### config.mk
export PLATFORM = sky130hd
export DESIGN_NAME = wildcard_glob_matcher
export DESIGN_NICKNAME = d
export VERILOG_FILES = /design/src/design/wgm_pkg.sv /design/src/design/wgm_ram.sv /design/src/design/wgm_walk.sv /design/src/design/wildcard_glob_matcher.sv
export SDC_FILE = /design/constraint.sdc
export NUM_CORES = 1
export LEC_CHECK = 0
export BUFFER_PORTS_ARGS = -buffer_cell sky130_fd_sc_hd__clkbuf_2
export CAP_MARGIN = 25
export CORE_MARGIN = 4
export CORE_UTILIZATION = 65
export DETAILED_ROUTE_END_ITERATION = 16
export PLACE_DENSITY_LB_ADDON = 0.1
export SLEW_MARGIN = 5
export SYNTH_ARGS = -nofsm -noshare
export SYNTH_HDL_FRONTEND = slang
export SYNTH_SLANG_ARGS = --single-unit
### constraint.sdc
create_clock -name clk -period 6.55 [get_ports clk]
set_clock_uncertainty 0.05 [all_clocks]
set_input_delay 0.9825 -clock clk [delete_from_list [all_inputs] [get_ports clk]]
set_output_delay 0.9825 -clock clk [all_outputs]
set_load 0.005 [all_outputs]
### src/design/wgm_pkg.sv
// Shared types and constants for the wildcard glob matcher.
// No dependencies; imported by the walk engine and the top level.
`timescale 1ns / 1ps

package wgm_pkg;

	localparam logic [7:0] CH_STAR    = 8'h2A;
	localparam logic [7:0] CH_QUEST   = 8'h3F;
	localparam logic [7:0] CH_LOWER_A = 8'h61;
	localparam logic [7:0] CH_LOWER_Z = 8'h7A;
	localparam logic [7:0] CASE_DELTA = 8'h20;

	typedef struct packed {
		logic       func;
		logic [7:0] symbol;
	} wgm_sym_t;

	typedef struct packed {
		logic matched;
		logic overflow;
	} wgm_res_t;

	// Start command from the loader to the walk engine.
	typedef struct packed {
		logic go;
		logic ovf;
	} wgm_start_t;

	typedef enum logic [1:0] {
		WS_IDLE,
		WS_READ,
		WS_EVAL,
		WS_DONE
	} wgm_state_t;

	function automatic logic [7:0] fold_char(input logic [7:0] c, input logic fold_en);
		logic [7:0] r;
		r = c;
		if (fold_en && c >= CH_LOWER_A && c <= CH_LOWER_Z) begin
			r = c - CASE_DELTA;
		end
		return r;
	endfunction

endpackage

### src/design/wgm_ram.sv
// Generic single-clock RAM: one write port, one read port, registered read data.
// No dependencies.
`timescale 1ns / 1ps

module wgm_ram #(
	parameter int WIDTH = 8,
	parameter int DEPTH = 64,
	localparam int AW = $clog2(DEPTH)
) (
	input  logic             clk,
	input  logic             we,
	input  logic [AW-1:0]    waddr,
	input  logic [WIDTH-1:0] wdata,
	input  logic             re,
	input  logic [AW-1:0]    raddr,
	output logic [WIDTH-1:0] rdata
);

	logic [WIDTH-1:0] mem [DEPTH];

	always_ff @(posedge clk) begin
		if (we) begin
			mem[waddr] <= wdata;
		end
		if (re) begin
			rdata <= mem[raddr];
		end
	end

endmodule

### src/design/wgm_walk.sv
// Glob walk engine: greedy single-backtrack match over the pattern and text RAMs.
// Depends on wgm_pkg. Drives the RAM read ports; each walk step is a RAM read, then a compare.
`timescale 1ns / 1ps

module wgm_walk #(
	parameter int MAX_PATTERN = 64,
	parameter int MAX_TEXT = 64,
	localparam int PLW = $clog2(MAX_PATTERN + 1),
	localparam int TLW = $clog2(MAX_TEXT + 1),
	localparam int PAW = $clog2(MAX_PATTERN),
	localparam int TAW = $clog2(MAX_TEXT)
) (
	input  logic                clk,
	input  logic                arst_n,
	input  wgm_pkg::wgm_start_t start,
	input  logic [PLW-1:0]      pat_len,
	input  logic [TLW-1:0]      txt_len,
	input  logic                fold_en,
	output logic                busy,
	output logic                done,
	output wgm_pkg::wgm_res_t   res,
	input  logic                take,
	output logic                pat_re,
	output logic [PAW-1:0]      pat_raddr,
	input  logic [7:0]          pat_rdata,
	output logic                txt_re,
	output logic [TAW-1:0]      txt_raddr,
	input  logic [7:0]          txt_rdata
);

	import wgm_pkg::*;

	// star_s can run one past the text length
	localparam int TCW = $clog2(MAX_TEXT + 2);

	wgm_state_t state_q, state_d;

	logic [PLW-1:0] plen_q, w_q, w_d, sw_q, sw_d;
	logic [TLW-1:0] tlen_q;
	logic [TCW-1:0] s_q, s_d, ss_q, ss_d;
	logic           have_q, have_d, tail_q, tail_d;
	logic           hit_q, ovf_q;
	logic [7:0]     pc, tc;
	logic           fin, hit;

	assign pc = (w_q < plen_q) ? fold_char(pat_rdata, fold_en) : 8'h00;
	assign tc = (s_q < TCW'(tlen_q)) ? fold_char(txt_rdata, fold_en) : 8'h00;

	// One step of the walk on the characters just read.
	always_comb begin
		w_d    = w_q;
		s_d    = s_q;
		sw_d   = sw_q;
		ss_d   = ss_q;
		have_d = have_q;
		tail_d = tail_q;
		fin    = 1'b0;
		hit    = 1'b0;
		if (tail_q || tc == 8'h00) begin
			// text used up: only trailing stars may remain
			tail_d = 1'b1;
			if (pc == CH_STAR) begin
				w_d = w_q + PLW'(1);
			end else begin
				fin = 1'b1;
				hit = (pc == 8'h00);
			end
		end else if (pc == CH_STAR) begin
			if (w_q + PLW'(1) >= plen_q) begin
				fin = 1'b1;
				hit = 1'b1;
			end else begin
				w_d    = w_q + PLW'(1);
				sw_d   = w_q + PLW'(1);
				ss_d   = s_q + TCW'(1);
				have_d = 1'b1;
			end
		end else if (pc == tc || pc == CH_QUEST) begin
			w_d = w_q + PLW'(1);
			s_d = s_q + TCW'(1);
		end else if (!have_q) begin
			fin = 1'b1;
		end else begin
			w_d  = sw_q;
			s_d  = ss_q;
			ss_d = ss_q + TCW'(1);
		end
	end

	always_comb begin
		state_d = state_q;
		case (state_q)
			WS_IDLE: begin
				if (start.go) begin
					state_d = start.ovf ? WS_DONE : WS_READ;
				end
			end
			WS_READ: state_d = WS_EVAL;
			WS_EVAL: state_d = fin ? WS_DONE : WS_READ;
			WS_DONE: begin
				if (take) begin
					state_d = WS_IDLE;
				end
			end
			default: state_d = WS_IDLE;
		endcase
	end

	always_comb begin
		busy = (state_q != WS_IDLE);
		done = (state_q == WS_DONE);
		pat_re = (state_q == WS_READ);
		txt_re = (state_q == WS_READ);
		res.matched = hit_q;
		res.overflow = ovf_q;
	end

	assign pat_raddr = w_q[PAW-1:0];
	assign txt_raddr = s_q[TAW-1:0];

	always_ff @(posedge clk or negedge arst_n) begin
		if (!arst_n) begin
			state_q <= WS_IDLE;
		end else begin
			state_q <= state_d;
		end
	end

	always_ff @(posedge clk) begin
		if (state_q == WS_IDLE && start.go) begin
			plen_q <= pat_len;
			tlen_q <= txt_len;
			ovf_q  <= start.ovf;
			hit_q  <= 1'b0;
			w_q    <= '0;
			s_q    <= '0;
			sw_q   <= '0;
			ss_q   <= '0;
			have_q <= 1'b0;
			tail_q <= 1'b0;
		end else if (state_q == WS_EVAL) begin
			w_q    <= w_d;
			s_q    <= s_d;
			sw_q   <= sw_d;
			ss_q   <= ss_d;
			have_q <= have_d;
			tail_q <= tail_d;
			if (fin) begin
				hit_q <= hit;
			end
		end
	end

endmodule

### src/design/wildcard_glob_matcher.sv
// Wildcard glob matcher top level: string loader, pattern/text RAMs, result register.
// Depends on wgm_pkg, wgm_ram and wgm_walk.
//
//   channel | dir | handshake            | beat
//   sym     | in  | sym_valid/sym_stall  | wgm_sym_t {func, symbol}
//   res     | out | res_valid/res_stall  | wgm_res_t {matched, overflow}
//   cfg     | in  | cfg_we               | cfg_wdata = case_insensitive
//
// Bytes are taken while sym_stall is low. A text terminator starts the walk;
// sym_stall stays high until its result is in the output register.
// Each walk step is a RAM read, then a compare; an overflowed string skips
// the walk and goes straight to its result.
// Reset clears lengths and flags; store contents are not cleared.
`timescale 1ns / 1ps

module wildcard_glob_matcher #(
	parameter int MAX_PATTERN = 64,
	parameter int MAX_TEXT = 64
) (
	input  logic              clk,
	input  logic              arst_n,
	input  logic              sym_valid,
	output logic              sym_stall,
	input  wgm_pkg::wgm_sym_t sym_data,
	output logic              res_valid,
	input  logic              res_stall,
	output wgm_pkg::wgm_res_t res_data,
	input  logic              cfg_we,
	input  logic              cfg_wdata
);

	import wgm_pkg::*;

	localparam int PLW = $clog2(MAX_PATTERN + 1);
	localparam int TLW = $clog2(MAX_TEXT + 1);
	localparam int PAW = $clog2(MAX_PATTERN);
	localparam int TAW = $clog2(MAX_TEXT);

	logic [PLW-1:0] pat_len_q, p_base;
	logic           pat_done_q, pat_ovf_q, p_ovf_base;
	logic [TLW-1:0] txt_len_q;
	logic           txt_ovf_q;
	logic           ci_q;
	logic           res_valid_q;
	wgm_res_t       res_q;

	logic           acc, p_acc, t_acc, nz, p_full, t_full, pat_we, txt_we;
	wgm_start_t     start;
	logic           walk_busy, walk_done, take;
	wgm_res_t       walk_res;
	logic           pat_re, txt_re;
	logic [PAW-1:0] pat_raddr;
	logic [TAW-1:0] txt_raddr;
	logic [7:0]     pat_rdata, txt_rdata;

	assign sym_stall = walk_busy;
	assign acc   = sym_valid && !sym_stall;
	assign p_acc = acc && !sym_data.func;
	assign t_acc = acc && sym_data.func;
	assign nz    = (sym_data.symbol != 8'h00);

	// first byte after a finished pattern starts a new one
	assign p_base     = pat_done_q ? '0 : pat_len_q;
	assign p_ovf_base = pat_done_q ? 1'b0 : pat_ovf_q;
	assign p_full     = (p_base == PLW'(MAX_PATTERN));
	assign t_full     = (txt_len_q == TLW'(MAX_TEXT));
	assign pat_we     = p_acc && nz && !p_full;
	assign txt_we     = t_acc && nz && !t_full;

	assign start.go  = t_acc && !nz;
	assign start.ovf = pat_ovf_q || txt_ovf_q;

	assign take = !res_valid_q || !res_stall;

	always_ff @(posedge clk or negedge arst_n) begin
		if (!arst_n) begin
			pat_len_q   <= '0;
			pat_done_q  <= 1'b1;
			pat_ovf_q   <= 1'b0;
			txt_len_q   <= '0;
			txt_ovf_q   <= 1'b0;
			ci_q        <= 1'b0;
			res_valid_q <= 1'b0;
		end else begin
			if (cfg_we) begin
				ci_q <= cfg_wdata;
			end
			if (p_acc) begin
				pat_done_q <= !nz;
				pat_len_q  <= p_base + PLW'(pat_we);
				pat_ovf_q  <= p_ovf_base || (nz && p_full);
			end
			if (start.go) begin
				txt_len_q <= '0;
				txt_ovf_q <= 1'b0;
			end else if (t_acc) begin
				txt_len_q <= txt_len_q + TLW'(txt_we);
				txt_ovf_q <= txt_ovf_q || t_full;
			end
			if (walk_done && take) begin
				res_valid_q <= 1'b1;
			end else if (!res_stall) begin
				res_valid_q <= 1'b0;
			end
		end
	end

	always_ff @(posedge clk) begin
		if (walk_done && take) begin
			res_q <= walk_res;
		end
	end

	assign res_valid = res_valid_q;
	assign res_data  = res_q;

	wgm_ram #(
		.WIDTH(8),
		.DEPTH(MAX_PATTERN)
	) u_pat_ram (
		.clk  (clk),
		.we   (pat_we),
		.waddr(p_base[PAW-1:0]),
		.wdata(sym_data.symbol),
		.re   (pat_re),
		.raddr(pat_raddr),
		.rdata(pat_rdata)
	);

	wgm_ram #(
		.WIDTH(8),
		.DEPTH(MAX_TEXT)
	) u_txt_ram (
		.clk  (clk),
		.we   (txt_we),
		.waddr(txt_len_q[TAW-1:0]),
		.wdata(sym_data.symbol),
		.re   (txt_re),
		.raddr(txt_raddr),
		.rdata(txt_rdata)
	);

	wgm_walk #(
		.MAX_PATTERN(MAX_PATTERN),
		.MAX_TEXT   (MAX_TEXT)
	) u_walk (
		.clk      (clk),
		.arst_n   (arst_n),
		.start    (start),
		.pat_len  (pat_len_q),
		.txt_len  (txt_len_q),
		.fold_en  (ci_q),
		.busy     (walk_busy),
		.done     (walk_done),
		.res      (walk_res),
		.take     (take),
		.pat_re   (pat_re),
		.pat_raddr(pat_raddr),
		.pat_rdata(pat_rdata),
		.txt_re   (txt_re),
		.txt_raddr(txt_raddr),
		.txt_rdata(txt_rdata)
	);

endmodule

; ---- After elaboration in Yosys (flattened, before gate mapping)
; Memory sizes are Yosys's and may differ from the RTL's. A register that Yosys moved wholly into a read port is not among the register bits.
; Index checks and enable logic that the tools add are counted.
[totals]
reg_bits = 69
ramBits = 1024
input_bits = 15
output_inout_bits = 4
word_cells = 140
memories = 2
[memory_table]
columns = name, depth, width, read_ports, rd_clocked_by_memory_dff, wr, line_no
row1 = u_pat_ram.mem, 64, 8, 1, 1, 1, wgm_ram.sv:19  ; logic [WIDTH-1:0] mem [DEPTH];
row2 = u_txt_ram.mem, 64, 8, 1, 1, 1, wgm_ram.sv:19
[classes]
addsub = 7
magnitude_cmp = 7
n_eq_ne = 15
muxes = 42
n_bitwise = 3
n_reduce_logical = 44
[ops]
columns = op, count
row1 = $mux 7, 15
row2 = $mux 8, 4
row3 = $add 7x1->7 const B, 3
row4 = $mux 1, 18
row5 = $eq 8x6->1 const B, 2
row6 = $ge 8x7->1 const B, 2
row7 = $le 8x7->1 const B, 2
row8 = $logic_not 8->1, 2
row9 = $sub 8x6->8 const B, 2
row10 = $logic_and 1x1->1, 15
row11 = $add 7x1->7, 2
row12 = $eq 7x7->1 const B, 2
row13 = $lt 7x7->1, 2
row14 = $reduce_and 4->1, 3
row15 = $eq 8x8->1, 1
row16 = $mux 2, 4
row17 = $ne 2x1->1 const B, 4
row18 = $pmux 2 s4, 1
row19 = $reduce_bool 2->1, 4
row20 = $reduce_bool 8->1, 1
row21 = $ge 7x7->1, 1
row22 = $logic_not 1->1, 7
row23 = $logic_or 1x1->1, 6
row24 = $reduce_and 2->1, 3
row25 = other kinds (8), 12

; ---- Longest topological paths before layout
[logic_depth]
ltp_word = 12
ltp_mapped = 16
mapped_depth_nobuf = 12

; ---- Modules after synthesis
; A second synthesis with hierarchy kept.
[hier_totals]
cells_unflattened = 2395
hier_area_um2 = 45232.1
[by_module_without_submodules]
columns = mod, n_inst, cells_per_inst, area_per_inst_um2, seq_area_each_um2
row1 = wgm_ram, 2, 940, 20246.9, 15615.0
row2 = wgm_walk, 1, 394, 3588.4, 1121.1
row3 = wildcard_glob_matcher, 1, 121, 1149.9, 536.8

; ---- Worst setup path after synthesis
; No wires, ideal clock.
[synth_path]
path_kind = flip-flop to flip-flop
startpoint = register u_walk.w_q[0]
endpoint = register u_walk.w_q[3]
setup_time_ns = 0.072
arrival_ns = 3.668
required_time_ns = 6.428
path_slack_ns = 2.760
path_stages_with_launch = 16
n_path_buf = 4
synth_period_minus_slack_ns = 3.790
cell_sequence = dfxtp_1 -> clkbuf_1 -> clkbuf_1 -> clkbuf_1 -> inv_1 -> ha_1 -> nand3b_1 -> a21oi_1 -> or3_1 -> clkbuf_1 -> or2_2 -> o211ai_1 -> o2111a_4 -> or4b_1 -> nand2_2 -> mux2i_1
[synth_between]
elab_chain_cells = 7
elab_cells_between_ends = 17
cone_classes = add/sub: 1 / order compare: 2 / eq/ne: 5 / mux: 6 / reduce/logical: 3
[synth_lines]
columns = element, line_no
row1 = start: declaration, wgm_walk.sv:38  ; logic [PLW-1:0] plen_q, w_q, w_d, sw_q, sw_d;
row2 = start signal: assignment, wgm_walk.sv:142  ; w_q <= w_d;
row3 = branches (longest 7 deep; another with $add 7x1->7), --
; Parallel ways; which one is timed is not known. The select of a mux whose other input is x is not followed.
; A chain may end at the register's enable or synchronous reset.

; ---- Worst setup path in the final report
[layout_path]
startpoint = input sym_data[1] in the netlist's numbering
endpoint = memory u_txt_ram.mem[55][1] (enable)
[layout_between]
elab_chain_cells = 5
[layout_lines]
columns = element, line_no
row1 = start: declaration, wildcard_glob_matcher.sv:24  ; input wgm_pkg::wgm_sym_t sym_data,
row2 = $reduce_bool 8->1, wildcard_glob_matcher.sv:60  ; assign nz = (sym_data.symbol != 8'h00);
row3 = $logic_and 1x1->1 (2 in a row), wildcard_glob_matcher.sv:68  ; assign txt_we = t_acc && nz && !t_full;
row4 = $mux 1, wgm_ram.sv:22  ; if (we) begin
row5 = $mux 1 (implied by the code), wgm_ram.sv:23  ; mem[waddr] <= wdata;
row6 = end: declaration, wgm_ram.sv:19
; Every way passes these cells.

==> reports/qor.yml <==
outcome:
  status: "finished clean"
route:
  drc_errors: 0
  antenna_left: 0
  dr.first_iter.drc_count: 3275
  wl_per_cell_um: 30.37
  firstDrtPassIters: 6
  viasPerCell: 6.902
  vias: 21832
  routed_wl_mm: 96.06
floorplan:
  die_x_um: 269.0
  fp-row-count: 95
  start_util: 0.6571
  dieHeight_um: 269.0
  core_um2: 67400
  die_area_um2: 72370
  ioPinCount: 19
timing:
  finalMaxSlewViolations: 0
  fin_ws_ns: 2.428
  finalHoldViolCount: 0
  max_slew_margin: 0.2644
  setup_violations: 0
  rsz0062_at_grt: "false"
  fin_crit_sh: 0.6292
  fmax_ghz: 0.2426
  setup_tns_ns: 0
  period_needed_ns: 4.122
  tightestPinTransition_ns: 1.103
yosys:
  ys_ff_latch: 1109
  synthTopCellsByCount: "edfxtp_1, mux4_2, nor2_1, nand2_1, clkbuf_1"
  ys_top_cells_by_area: "edfxtp_1, mux4_2, nor2_1, dfxtp_1, dfrtp_1"
  syn_area_um2: 44280
  synth_warnings: 0
  synth_flop_cell: "edfxtp_1"
  synth_sequential_area_ratio: 0.7427
  synth_top_cell_area_share: 0.7168
  yosys.area.top_type: "edfxtp_1"
  synthCells: 2146
  synth_edf_count: 1057
  syn_avg_cell_area_um2: 20.63
  synth.most_common_cell: "edfxtp_1"
  yosysUniqueCellTypes: 74
  syn_nets: 2190
  synthArstFlopShare: 0.01894
cts:
  tritoncts: "built"
  htreeDepth: 3
  cts_root_buffer: "clkbuf_16"
  cts_buffers: 107
  cts_setup_buffers: 0
  clock_sinks: 1109
  cts_resized: 0
  clk_pin_slew_ns: 0.06
  hold_buffers: 0
  cts_buffer_depth: 3
  insertion_delay_ns: 0.68
critical_path:
  timing.rr.end: "u_pat_ram.rdata[3]"
  crit_fanout: 73
  timing.reg2reg.setup_slack_ns: 2.50
  worstSetupPathType: "input port to flip-flop"
  reg2reg_depth: 5
  startpoint_type: "input port"
  cp.required_ns: 6.78
  crit_path_end_kind: "flip-flop"
  worst-endpoint-arrival_ns: 4.36
  r2r-start: "u_walk.w_q[1]"
cells_and_area:
  fillers: 3817
  multi_input_area_um2: 10880
  seq_area_um2: 32910
  nNetsFinal: 2245
  drive_above_1_share: 0.2516
  stdcell_area_um2: 48950
  area_growth_pct: 10.54
run:
  maxCapViolCount: 0
pwr:
  p_leak_nw: 15.71
  powerDensity_nw_per_um2: 395.2
  max-vdd-ir-drop_uv: 365.7
placed_design:
  dp_slack_ns: 1.794
  place.gp.congestion: 0.8502
  portBuffers: 18
  placed_cell_area_um2: 45340
  hpwl_mm: 57.57
grt:
  grt_max_degree: 109
  antenna_found_initial: 3
  grt_pass1_wl_mm: 144.3
  grt_pass1_vias: 21612
  grt-ovfl-total: 0
  grt_usage: 0.2744
hold_path:
  hold_class: "input port to async pin"
## power by group
part	internal (mW)	switching, mW	leakage [nW]
logic	2.37	2.55	3.95
clock network	3.58	2.58	1.71
registers	7.97	0.292	10.1
## worst max path at each step
stage	from	endpoint
6_report	sym_data[1]	u_txt_ram.mem[55][1]
3_3_place_gp	sym_data[1]	u_txt_ram.mem[21][5]
3_5_place_dp	sym_data[1]	u_txt_ram.mem[55][2]
4_1_cts	sym_data[1]	u_txt_ram.mem[5][6]
5_1_grt	sym_data[1]	u_txt_ram.mem[55][1]
2_1_floorplan	u_walk.w_q[0]	u_walk.w_q[3]
## per-stage QoR
stage          hold WS (ns)  std cells  utilization  total power, mW
6_report             0.2872       3163       0.7263            19.34
5_1_grt              0.3006       3162       0.7263            20.06
4_1_cts              0.2791       3156       0.7249            19.41
3_5_place_dp         0.3563       2959       0.6727            13.31
3_3_place_gp         0.3552       2956       0.6723            13.24
2_1_floorplan        0.3495       2146            -            11.78
## area by class of cell
class	count	area share
inverter	28	0.002147
timing repair buffer	53	0.009049
sequential	1109	0.6723
antenna	1	0.00005112
clock inverter	70	0.01439
multi-input combinational	902	0.2223
tap	873	0.02231
clock buffer	127	0.05754
## placed cells by master (no fill, tap or decap), drive strengths merged, types with 9 or more instances in the layout
cell type and count:
a21oi 39, nand3 21, mux4 336, nand4 10
edfxtp 1057, clkinv 49, ha 29, dfxtp 31
nand3b 9, mux2i 11, inv 31, o21ai 42
clkbuf 137, dfrtp 20, nor3 16, buf 43
nand2 79, bufinv 13, nor2 172, nor2b 11
## per-layer routing
layer	track usage	vias to the layer above	wire length [um]
met1	0.4350	11521	39610
met3	0.05968	135	9379
li1	-	9032	-
met2	0.4104	1144	45350
met4	0.05538	0	1718
met5	0	-	0
## kinds of logic (layout without fill, tap and decap cells)
| kind of cell | Yosys count | in the layout | synth area share |
|---|---|---|---|
| other | 0 | 1 | 0 |
| buffers and inverters | 135 | 278 | 0.01175 |
| and+or+nand+nor | 363 | 363 | 0.03851 |
| AOI/OAI and AO/OA | 149 | 149 | 0.02266 |
| muxes | 348 | 348 | 0.1736 |
| DFF | 1109 | 1109 | 0.7427 |
| adders and majority gates | 29 | 29 | 0.008194 |
| xor gates and xnor gates | 13 | 13 | 0.002571 |
## worst max-delay path: stages
cell and delay, ns:
buf_4 0.55, or4_1 0.24, nor2_1 0.05, buf_4 0.19, nor2_1 0.45, nand4_1 0.84, nor2_1 0.95
## state kept, by name (all words and copies together), names as in the netlist
register	flops
ci_q	1
pat_done_q	1
pat_len_q	7
pat_ovf_q	1
res_data	2
res_valid	1
txt_len_q	7
txt_ovf_q	1
u_pat_ram.mem	512
u_pat_ram.rdata	8
u_txt_ram.mem	512
u_txt_ram.rdata	8
u_walk.have_q	1
u_walk.hit_q	1
u_walk.ovf_q	1
u_walk.plen_q	7
u_walk.s_q	7
u_walk.ss_q	7
u_walk.state_q	2
u_walk.sw_q	7
u_walk.tail_q	1
u_walk.tlen_q	7
u_walk.w_q	7
(Power assumes the default switching activity.)
